<file path="src/hw/rtl/delimited_field_number_parser_top_defines.svh">
// ----------------------------------------------------------------------------
// Delimited field number parser: assertion macros
// Concurrent assertion helpers shared by the parser RTL. They expand to
// nothing when the design is synthesised.
// ----------------------------------------------------------------------------
`ifndef DELIMITED_FIELD_NUMBER_PARSER_TOP_DEFINES_SVH
`define DELIMITED_FIELD_NUMBER_PARSER_TOP_DEFINES_SVH

`ifndef SYNTHESIS

// Antecedent implies consequent in the same cycle.
`define DFNP_ASSERT_SAME(label, clk, rst_n, ante, cons, msg) \
    label: assert property (@(posedge clk) disable iff (!rst_n) (ante) |-> (cons)) \
        else $error(msg);

// Antecedent implies consequent in the next cycle.
`define DFNP_ASSERT_NEXT(label, clk, rst_n, ante, cons, msg) \
    label: assert property (@(posedge clk) disable iff (!rst_n) (ante) |=> (cons)) \
        else $error(msg);

`else

`define DFNP_ASSERT_SAME(label, clk, rst_n, ante, cons, msg)

`define DFNP_ASSERT_NEXT(label, clk, rst_n, ante, cons, msg)

`endif

`endif

</file>
<file path="src/hw/rtl/dfnp_pkg.sv">
// ----------------------------------------------------------------------------
// dfnp_pkg
// Types, character codes and helpers for the delimited field number parser.
// ----------------------------------------------------------------------------
`default_nettype none

package dfnp_pkg;

    localparam int CH_W    = 16;
    localparam int VALUE_W = 32;
    localparam int KEEP_W  = 5;

    localparam int DEF_SHORT_KEEP = 9;
    localparam int DEF_LONG_KEEP  = 19;
    localparam int DEF_ADDR_KEEP  = 8;

    localparam logic [CH_W-1:0] DELIM_RESET = 16'h002C;
    localparam logic [CH_W-1:0] CH_NUL      = 16'h0000;
    localparam logic [CH_W-1:0] CH_TAB      = 16'h0009;
    localparam logic [CH_W-1:0] CH_LF       = 16'h000A;
    localparam logic [CH_W-1:0] CH_CR       = 16'h000D;
    localparam logic [CH_W-1:0] CH_SPACE    = 16'h0020;
    localparam logic [CH_W-1:0] CH_PLUS     = 16'h002B;
    localparam logic [CH_W-1:0] CH_MINUS    = 16'h002D;
    localparam logic [CH_W-1:0] CH_ZERO     = 16'h0030;
    localparam logic [CH_W-1:0] CH_NINE     = 16'h0039;
    localparam logic [CH_W-1:0] CH_UPPER_A  = 16'h0041;
    localparam logic [CH_W-1:0] CH_UPPER_F  = 16'h0046;
    localparam logic [CH_W-1:0] CH_LOWER_A  = 16'h0061;
    localparam logic [CH_W-1:0] CH_LOWER_F  = 16'h0066;

    // Position of the hex nibble in an address field.
    localparam logic [KEEP_W-1:0] ADDR_NIBBLE_POS = 5'd3;

    typedef enum logic [1:0] {
        MODE_DEC_SHORT = 2'd0,
        MODE_DEC_LONG  = 2'd1,
        MODE_HEX       = 2'd2,
        MODE_ADDR      = 2'd3
    } t_mode;

    typedef enum logic [1:0] {
        PH_SIGN   = 2'd0,
        PH_DIGITS = 2'd1,
        PH_DONE   = 2'd2,
        PH_VOID   = 2'd3
    } t_phase;

    typedef struct packed {
        logic [VALUE_W-1:0] acc;
        logic [KEEP_W-1:0]  kept;
        t_phase             phase;
        logic               negative;
        logic [3:0]         nibble;
        t_mode              mode;
        logic               dropped;
    } t_field_state;

    localparam t_field_state FIELD_CLEAR = '{
        acc:      '0,
        kept:     '0,
        phase:    PH_SIGN,
        negative: 1'b0,
        nibble:   4'd0,
        mode:     MODE_DEC_SHORT,
        dropped:  1'b0
    };

    typedef struct packed {
        logic [VALUE_W-1:0] value;
        logic               field_empty;
        logic               chars_dropped;
    } t_result;

    function automatic logic [KEEP_W-1:0] keep_limit(
        input t_mode             mode,
        input logic [KEEP_W-1:0] short_keep,
        input logic [KEEP_W-1:0] long_keep,
        input logic [KEEP_W-1:0] addr_keep
    );
        logic [KEEP_W-1:0] lim;
        unique case (mode)
            MODE_DEC_LONG: lim = long_keep;
            MODE_ADDR:     lim = addr_keep;
            default:       lim = short_keep;
        endcase
        return lim;
    endfunction

endpackage

`default_nettype wire

</file>
<file path="src/hw/rtl/dfnp_in_if.sv">
// ----------------------------------------------------------------------------
// dfnp_in_if
// Character channel into the parser: one text character per item.
// ----------------------------------------------------------------------------
`default_nettype none

interface dfnp_in_if
    import dfnp_pkg::*;
();
    logic            valid;
    logic            ready;
    logic [CH_W-1:0] ch;
    logic            line_end;
    logic [1:0]      conv_mode;

    modport source (output valid, output ch, output line_end, output conv_mode,
                    input ready);
    modport sink   (input valid, input ch, input line_end, input conv_mode,
                    output ready);
endinterface

`default_nettype wire

</file>
<file path="src/hw/rtl/dfnp_out_if.sv">
// ----------------------------------------------------------------------------
// dfnp_out_if
// Result channel of the parser: one converted number per field.
// ----------------------------------------------------------------------------
`default_nettype none

interface dfnp_out_if
    import dfnp_pkg::*;
();
    logic               valid;
    logic               ready;
    logic [VALUE_W-1:0] value;
    logic               field_empty;
    logic               chars_dropped;

    modport source (output valid, output value, output field_empty,
                    output chars_dropped, input ready);
    modport sink   (input valid, input value, input field_empty,
                    input chars_dropped, output ready);
endinterface

`default_nettype wire

</file>
<file path="src/hw/rtl/dfnp_step.sv">
// ----------------------------------------------------------------------------
// dfnp_step
// Per-character field update: classifies one character, advances the field
// state and forms the result when the field closes.
// ----------------------------------------------------------------------------
`default_nettype none

module dfnp_step
    import dfnp_pkg::*;
#(
    parameter int SHORT_KEEP = DEF_SHORT_KEEP,
    parameter int LONG_KEEP  = DEF_LONG_KEEP,
    parameter int ADDR_KEEP  = DEF_ADDR_KEEP
) (
    input  t_field_state    i_state,
    input  logic [CH_W-1:0] i_ch,
    input  logic            i_line_end,
    input  logic [1:0]      i_conv_mode,
    input  logic [CH_W-1:0] i_delimiter,
    output t_field_state    o_state,
    output logic            o_emit,
    output t_result         o_result
);

    logic               is_digit;
    logic               is_upper_hex;
    logic               is_lower_hex;
    logic               is_space;
    logic               end_char;
    logic [3:0]         nib_upper;
    logic [3:0]         nib_any;
    logic [KEEP_W-1:0]  lim;
    logic               blank;
    logic               fin;
    t_field_state       s;
    logic [VALUE_W-1:0] signed_val;

    assign is_digit     = (i_ch >= CH_ZERO) && (i_ch <= CH_NINE);
    assign is_upper_hex = (i_ch >= CH_UPPER_A) && (i_ch <= CH_UPPER_F);
    assign is_lower_hex = (i_ch >= CH_LOWER_A) && (i_ch <= CH_LOWER_F);
    assign is_space     = ((i_ch >= CH_TAB) && (i_ch <= CH_CR)) || (i_ch == CH_SPACE);
    assign end_char     = (i_ch == i_delimiter) || (i_ch == CH_LF) || (i_ch == CH_CR);

    // Letters sit at code 0x41 or 0x61, so the low nibble plus nine is the value.
    assign nib_upper = is_digit ? i_ch[3:0] : (is_upper_hex ? i_ch[3:0] + 4'd9 : 4'd0);
    assign nib_any   = is_lower_hex ? i_ch[3:0] + 4'd9 : nib_upper;

    always_comb begin
        s     = i_state;
        fin   = 1'b0;
        lim   = '0;
        blank = 1'b0;
        if (end_char) begin
            fin = 1'b1;
        end else begin
            if (s.kept == '0) begin
                s.mode = t_mode'(i_conv_mode);
            end
            lim   = keep_limit(s.mode, KEEP_W'(SHORT_KEEP), KEEP_W'(LONG_KEEP),
                               KEEP_W'(ADDR_KEEP));
            blank = (s.kept == '0) && ((i_ch == CH_SPACE) || (i_ch == CH_TAB));
            if (!blank) begin
                if (s.kept < lim) begin
                    if ((s.mode == MODE_ADDR) && (s.kept == ADDR_NIBBLE_POS)
                        && (s.phase != PH_VOID)) begin
                        s.nibble = nib_upper;
                    end
                    if ((s.phase == PH_SIGN) || (s.phase == PH_DIGITS)) begin
                        if (i_ch == CH_NUL) begin
                            s.phase = (s.kept == '0) ? PH_VOID : PH_DONE;
                        end else if (s.mode == MODE_HEX) begin
                            s.acc = {s.acc[VALUE_W-5:0], nib_any};
                        end else if ((s.mode != MODE_ADDR) || (s.kept < ADDR_NIBBLE_POS)) begin
                            if (s.phase == PH_SIGN) begin
                                if (!is_space) begin
                                    priority if (i_ch == CH_PLUS) begin
                                        s.phase = PH_DIGITS;
                                    end else if (i_ch == CH_MINUS) begin
                                        s.negative = 1'b1;
                                        s.phase    = PH_DIGITS;
                                    end else if (is_digit) begin
                                        s.acc   = VALUE_W'(i_ch[3:0]);
                                        s.phase = PH_DIGITS;
                                    end else begin
                                        s.phase = PH_DONE;
                                    end
                                end
                            end else if (is_digit) begin
                                s.acc = (s.acc << 3) + (s.acc << 1) + VALUE_W'(i_ch[3:0]);
                            end else begin
                                s.phase = PH_DONE;
                            end
                        end
                    end
                    s.kept = s.kept + 1'b1;
                end else begin
                    s.dropped = 1'b1;
                end
            end
            if (i_line_end) begin
                fin = 1'b1;
            end
        end
    end

    assign signed_val = s.negative ? (~s.acc + 1'b1) : s.acc;

    always_comb begin
        if ((s.kept == '0) || (s.phase == PH_VOID)) begin
            o_result.value = '0;
        end else begin
            unique case (s.mode)
                MODE_HEX:  o_result.value = s.acc;
                MODE_ADDR: o_result.value = {16'd0, signed_val[11:0], s.nibble};
                default:   o_result.value = signed_val;
            endcase
        end
        o_result.field_empty   = (s.kept == '0);
        o_result.chars_dropped = s.dropped;
    end

    assign o_emit  = fin;
    assign o_state = fin ? FIELD_CLEAR : s;

endmodule

`default_nettype wire

</file>
<file path="src/hw/rtl/delimited_field_number_parser_top.sv">
// ----------------------------------------------------------------------------
// delimited_field_number_parser_top
// Cuts a character stream into delimited fields and converts each field to
// a 32-bit number (decimal, hex or address form).
// ----------------------------------------------------------------------------
//
//  Channel   Direction  Handshake     Contents
//  i_in      in         valid/ready   ch, line_end, conv_mode
//  o_out     out        valid/ready   value, field_empty, chars_dropped
//  i_cfg_*   in         write enable  delimiter code, 16 bits
//
// One item is taken in every clock cycle unless the output stalls; the rate
// is set by the single field update step between the input register and
// the result register. An item that closes a field goes into the input
// register, and its result is then loaded into the result register.
// After reset the delimiter is a comma and every field starts empty.
// When the result register is full and not taken, the input register holds
// its item and the input stops taking new ones until the result drains.
// ----------------------------------------------------------------------------
`default_nettype none

`include "delimited_field_number_parser_top_defines.svh"

module delimited_field_number_parser_top
    import dfnp_pkg::*;
#(
    parameter int SHORT_KEEP = DEF_SHORT_KEEP,
    parameter int LONG_KEEP  = DEF_LONG_KEEP,
    parameter int ADDR_KEEP  = DEF_ADDR_KEEP
) (
    input  logic            i_clk,
    input  logic            i_rst_n,
    dfnp_in_if.sink         i_in,
    dfnp_out_if.source      o_out,
    input  logic            i_cfg_we,
    input  logic [CH_W-1:0] i_cfg_data
);

    // Input register: one character item waiting for the field update.
    logic            r_in_valid;
    logic [CH_W-1:0] r_in_ch;
    logic            r_in_line_end;
    logic [1:0]      r_in_conv_mode;

    // Field state carried between characters, and the delimiter register.
    t_field_state    r_state;
    t_field_state    n_state;
    logic [CH_W-1:0] r_delimiter;

    // Result register feeding the output channel.
    logic            r_out_valid;
    t_result         r_out;
    t_result         n_out;
    logic            w_emit;

    logic            w_advance;
    logic            w_take_in;
    logic [KEEP_W-1:0] w_limit;

    // The held character moves on when the result register can accept
    // whatever it may produce; this keeps the state update in step.
    assign w_advance  = r_in_valid && (!r_out_valid || o_out.ready);
    assign i_in.ready = !r_in_valid || w_advance;
    assign w_take_in  = i_in.valid && i_in.ready;

    dfnp_step #(
        .SHORT_KEEP (SHORT_KEEP),
        .LONG_KEEP  (LONG_KEEP),
        .ADDR_KEEP  (ADDR_KEEP)
    ) u_step (
        .i_state     (r_state),
        .i_ch        (r_in_ch),
        .i_line_end  (r_in_line_end),
        .i_conv_mode (r_in_conv_mode),
        .i_delimiter (r_delimiter),
        .o_state     (n_state),
        .o_emit      (w_emit),
        .o_result    (n_out)
    );

    // Control state and the delimiter register.
    always_ff @(posedge i_clk) begin
        if (!i_rst_n) begin
            r_in_valid  <= 1'b0;
            r_out_valid <= 1'b0;
            r_state     <= FIELD_CLEAR;
            r_delimiter <= DELIM_RESET;
        end else begin
            if (i_cfg_we) begin
                r_delimiter <= i_cfg_data;
            end
            if (w_take_in) begin
                r_in_valid <= 1'b1;
            end else if (w_advance) begin
                r_in_valid <= 1'b0;
            end
            if (w_advance) begin
                r_state <= n_state;
            end
            if (w_advance && w_emit) begin
                r_out_valid <= 1'b1;
            end else if (o_out.ready) begin
                r_out_valid <= 1'b0;
            end
        end
    end

    // Payload registers need no reset.
    always_ff @(posedge i_clk) begin
        if (w_take_in) begin
            r_in_ch        <= i_in.ch;
            r_in_line_end  <= i_in.line_end;
            r_in_conv_mode <= i_in.conv_mode;
        end
        if (w_advance && w_emit) begin
            r_out <= n_out;
        end
    end

    assign o_out.valid         = r_out_valid;
    assign o_out.value         = r_out.value;
    assign o_out.field_empty   = r_out.field_empty;
    assign o_out.chars_dropped = r_out.chars_dropped;

    // Keep limit of the current field, used by the checks below.
    assign w_limit = keep_limit(r_state.mode, KEEP_W'(SHORT_KEEP), KEEP_W'(LONG_KEEP),
                                KEEP_W'(ADDR_KEEP));

    // An empty field always reports the value zero.
    `DFNP_ASSERT_SAME(a_empty_is_zero, i_clk, i_rst_n, o_out.valid && o_out.field_empty, o_out.value == '0, "empty field gave a nonzero value")

    // The kept count never passes the limit of the field's mode.
    `DFNP_ASSERT_SAME(a_kept_in_limit, i_clk, i_rst_n, r_state.kept != '0, r_state.kept <= w_limit, "kept count beyond keep limit")

    // A stalled result holds the waiting character in the input register.
    `DFNP_ASSERT_NEXT(a_input_held, i_clk, i_rst_n, r_in_valid && r_out_valid && !o_out.ready, r_in_valid, "input item lost under output stall")

endmodule

`default_nettype wire

</file>
<file path="src/flat_wrapper.sv">
// flat-port wrapper written by rule: the top's interface ports become plain ports
module delimited_field_number_parser_top_flat import dfnp_pkg::*;
#(
    parameter int SHORT_KEEP = DEF_SHORT_KEEP,
    parameter int LONG_KEEP  = DEF_LONG_KEEP,
    parameter int ADDR_KEEP  = DEF_ADDR_KEEP
)
  (i_clk, i_rst_n, i_cfg_we, i_cfg_data, i_in_valid, i_in_ch, i_in_line_end, i_in_conv_mode, i_in_ready, o_out_valid, o_out_value, o_out_field_empty, o_out_chars_dropped, o_out_ready);
  dfnp_in_if i_in_i ();
  dfnp_out_if o_out_i ();
  input  logic i_clk;
  input  logic i_rst_n;
  input  logic i_cfg_we;
  input  logic [CH_W-1:0] i_cfg_data;
  input wire logic [$bits(i_in_i.valid)-1:0] i_in_valid;
  input wire logic [$bits(i_in_i.ch)-1:0] i_in_ch;
  input wire logic [$bits(i_in_i.line_end)-1:0] i_in_line_end;
  input wire logic [$bits(i_in_i.conv_mode)-1:0] i_in_conv_mode;
  output wire logic [$bits(i_in_i.ready)-1:0] i_in_ready;
  output wire logic [$bits(o_out_i.valid)-1:0] o_out_valid;
  output wire logic [$bits(o_out_i.value)-1:0] o_out_value;
  output wire logic [$bits(o_out_i.field_empty)-1:0] o_out_field_empty;
  output wire logic [$bits(o_out_i.chars_dropped)-1:0] o_out_chars_dropped;
  input wire logic [$bits(o_out_i.ready)-1:0] o_out_ready;
  assign i_in_i.valid = i_in_valid;
  assign i_in_i.ch = i_in_ch;
  assign i_in_i.line_end = i_in_line_end;
  assign i_in_i.conv_mode = i_in_conv_mode;
  assign i_in_ready = i_in_i.ready;
  assign o_out_valid = o_out_i.valid;
  assign o_out_value = o_out_i.value;
  assign o_out_field_empty = o_out_i.field_empty;
  assign o_out_chars_dropped = o_out_i.chars_dropped;
  assign o_out_i.ready = o_out_ready;
  delimited_field_number_parser_top #(.SHORT_KEEP(SHORT_KEEP), .LONG_KEEP(LONG_KEEP), .ADDR_KEEP(ADDR_KEEP)) u_core (.i_clk(i_clk), .i_rst_n(i_rst_n), .i_in(i_in_i), .o_out(o_out_i), .i_cfg_we(i_cfg_we), .i_cfg_data(i_cfg_data));
endmodule
</file>
<file path="config.mk">
export PLATFORM = sky130hd
export DESIGN_NAME = delimited_field_number_parser_top_flat
export DESIGN_NICKNAME = d
export VERILOG_FILES = /design/src/hw/rtl/dfnp_pkg.sv /design/src/hw/rtl/dfnp_in_if.sv /design/src/hw/rtl/dfnp_out_if.sv /design/src/hw/rtl/dfnp_step.sv /design/src/hw/rtl/delimited_field_number_parser_top.sv /design/src/flat_wrapper.sv
export VERILOG_INCLUDE_DIRS = /design/src /design/src/hw/rtl
export SDC_FILE = /design/constraint.sdc
export NUM_CORES = 1
export LEC_CHECK = 0
export ABC_AREA = 1
export BUFFER_PORTS_ARGS = -buffer_cell sky130_fd_sc_hd__buf_2
export CORE_UTILIZATION = 45
export CTS_BUF_LIST = sky130_fd_sc_hd__clkbuf_4 sky130_fd_sc_hd__clkbuf_8
export DETAILED_ROUTE_END_ITERATION = 6
export PLACE_DENSITY = 0.67
export SLEW_MARGIN = 20
export SYNTH_ARGS = -nofsm -noshare
export SYNTH_HDL_FRONTEND = slang
export SYNTH_HIERARCHICAL = 1
export SYNTH_SLANG_ARGS = --single-unit
export TNS_END_PERCENT = 1
</file>
<file path="constraint.sdc">
create_clock -name i_clk -period 3.5 [get_ports i_clk]
set_clock_uncertainty 0.1 [all_clocks]
set_input_delay 0.175 -clock i_clk [delete_from_list [all_inputs] [get_ports i_clk]]
set_output_delay 0.175 -clock i_clk [all_outputs]
set_load 0.01 [all_outputs]
</file>
==> impl_metrics.env <==
export IMPL_status="complete, but fails checks"
export IMPL_violations="setup timing"
export IMPL_initial_utilization_pct=46.1
export IMPL_start_kind="flip-flop"
export IMPL_cts_tree="built"
export IMPL_critical_path_top_delay_family="simple AND/OR/NAND/NOR gates"
export IMPL_port_buffers=75
export IMPL_worstReg2RegStart="u_core/r_state[11]"
export IMPL_cts_root_buffer="clkbuf_8"
export IMPL_antenna_found_initial=0
export IMPL_synth_cells=1857
export IMPL_drt_iter0_markers=949
export IMPL_fp_dieArea_um2=25700
export IMPL_cpMostUsedCell="nand2_2"
export IMPL_preCtsSetupSlack_ns=-0.364
export IMPL_die_h_um=160
export IMPL_first_pass_iters=5
export IMPL_fin_setup_tns_ns=-2.16
export IMPL_fmax_mhz=275
export IMPL_cp_end_kind="flip-flop"
export IMPL_final_common_cell="nand2_1"
export IMPL_core_um2=24500
export IMPL_synth_cell_types=49
export IMPL_cell_internal_pwr_uw=3210
export IMPL_row_count=57
export IMPL_ys_async_sr_fraction_pct=0
export IMPL_final_cell_mix="nand2_1, nor2_1, inv_1"
export IMPL_cts_made_buffers=17
export IMPL_finalWorstSetupSlack_ns=-0.141
export IMPL_irDropWorstVdd_mv=0.207
export IMPL_slew_viol_final=0
export IMPL_synth_seq_cells=118
export IMPL_switching_share_pct=42.3
export IMPL_drc=0
export IMPL_yosysWarnings=6
export IMPL_antenna_cells=0
export IMPL_holdWs_ns=0.0284
export IMPL_cts_buffer_depth=2
export IMPL_crit_path_max_fanout=33
export IMPL_fin_crit_ns=3.64
export IMPL_grt_max_degree=96
export IMPL_tightest_slew_ns=1.01
export IMPL_period_share_pct=104
export IMPL_htreeDepth=4
export IMPL_clkLatencyLatePin_ns=0.47
export IMPL_synth_edf_count=53
export IMPL_areaGrowthSynthToFinish_pct=26.6
export IMPL_synth_area_um2=11300
export IMPL_criticalPathCategory="reg -> reg"
export IMPL_grt_setup_unrepaired="yes"
export IMPL_p_seq_share_pct=29.5
export IMPL_min_from="i_cfg_we"
export IMPL_pwr_share_clk_pct=22.4
export IMPL_cellLeakagePower_uw=0.00727
export IMPL_vias=12718
export IMPL_crit_buf_inv=6
export IMPL_syn_nets=1968
export IMPL_relSlewSlack_pct=32.4
export IMPL_slowest_delay_ns=0.33
export IMPL_ios=76
export IMPL_p_sw_uw=2360
export IMPL_via_per_inst=5.20
export IMPL_startpoint="u_core/r_state[11]"
export IMPL_power_frac_comb_pct=48.1
export IMPL_clock_sinks=118
export IMPL_grt_overflow=0
export IMPL_final_hold_violation_count=0
export IMPL_clkTransAtPathRegs_ns=0.09
export IMPL_syn_avg_cell_area_um2=6.08
export IMPL_setup_viol=27
export IMPL_ys_seq_area_share_pct=25.6
export IMPL_max_cap_violations=0
export IMPL_hold_path_class="in -> reg"
export IMPL_first_global_vias=12244
export IMPL_gp_congestion=0.979
export IMPL_ant_nets=0
export IMPL_dp_hpwl_um=26200
export IMPL_synthFlopType="dfxtp_1"
export IMPL_worst_ep_required_time_ns=3.62
export IMPL_wl_per_cell_um=14.5
export IMPL_drive_above_1_share_pct=22.8
export IMPL_num_nets_final=2221
export IMPL_worstPathArrival_ns=3.76
export IMPL_routed_wirelength_um=35500
export IMPL_grt_use_total_pct=27.9
export IMPL_postLayoutCoreUtil_pct=58.4
export IMPL_dieWidth_um=160
export IMPL_grt_pass1_wl_um=58100
export IMPL_slowest_stage="dfxtp_2"
export IMPL_power_density_nw_per_um2=390
## cells in the mapped netlist, drive strengths merged (2+ instances only)
cell	instances	share of area (%)
a21oi	126	5.6
buf	54	3.0
ha	69	7.7
nor3	18	0.89
a211oi	3	0.20
nand4	31	1.9
nand3	164	7.5
o211ai	6	0.40
clkinv	2	0.078
a31oi	2	0.11
nor2	304	11
fa	2	0.35
inv	246	8.2
a21boi	6	0.40
or2	15	0.83
xor2	12	0.93
a22oi	7	0.47
dfxtp	65	12
o21ai	72	3.3
edfxtp	53	14
nand2	564	19
o21a	3	0.20
nand3b	8	0.53
xnor2	6	0.47
clkbuf	14	0.47
## power by group through the flow
stage / registers [uW] / logic [uW] / clock network, uW
2_1_floorplan: 1680 / 1520 / 0
3_3_place_gp: 1680 / 2360 / 0
3_5_place_dp: 1680 / 2400 / 0
4_1_cts: 1650 / 2560 / 1270
5_1_grt: 1660 / 2970 / 1320
6_report: 1650 / 2680 / 1250
## layer usage
metal / share of wire (%) / up-vias / GRT usage, %
met5: 0 / - / 0
met4: 3.3 / 0 / 12.3
met3: 4.4 / 74 / 3.02
met2: 49 / 384 / 49.5
met1: 43 / 5814 / 34.1
li1: - / 6446 / -
## state kept, by name, summed over array words and instances, names as in the netlist
signal / flops
u_core/o_out.value: 32
u_core/r_in_ch: 16
u_core/o_out.chars_dropped: 1
u_core/o_out.valid: 1
u_core/r_in_conv_mode: 2
u_core/r_in_line_end: 1
u_core/r_delimiter: 16
u_core/r_state: 47
u_core/o_out.field_empty: 1
u_core/r_in_valid: 1
## final cells by class
cell class | instances | area (um2)
fill | 2417 | 10200
multi-input combinational | 1423 | 7460
sequential | 118 | 2900
timing repair buffer | 302 | 2220
inverter | 248 | 935
tap | 324 | 405
clock buffer | 17 | 234
clock inverter | 15 | 134
## final timing paths
kind | end | cells after the start | slack (ns)
min reg2reg | u_core/r_state[5] | 2 | 0.39
max | u_core/o_out.value[30] | 27 | -0.14
min | u_core/r_delimiter[5] | 3 | 0.03
max reg2reg | u_core/o_out.value[30] | 27 | -0.14
## metrics by stage
step / power (uW) / area, um2 / instances
after floorplan: 3200 / 11300 / 1857
after global placement: 4040 / 13100 / 2371
after detailed placement: 4070 / 13100 / 2371
after CTS: 5470 / 14100 / 2444
after global routing: 5940 / 14300 / 2447
final: 5570 / 14300 / 2447
## cells by family after synthesis
logic type,synth area share (%)
buffers and inverters,11.8
xor gates and xnor gates,1.40
and+or+nand+nor,42.3
AOI/OAI and AO/OA,10.9
DFF,25.6
adders and majority gates,8.01
## timing repair
| item | CTS | global route |
|---|---|---|
| buffers inserted | 4 | 3 |
| hold buffers | 37 | 0 |
| pin swaps | 28 | 26 |
| endpoints found under the hold margin | 36 | 0 |
| endpoints found under the setup margin | 35 | 49 |
| gates resized for setup | 70 | 54 |
## worst min-delay path, stage by stage
cell and delay, ns:
buf_2 0.20, nand2_1 0.09, nand3_1 0.07
No activity file was read; power rests on OpenSTA's default activity.
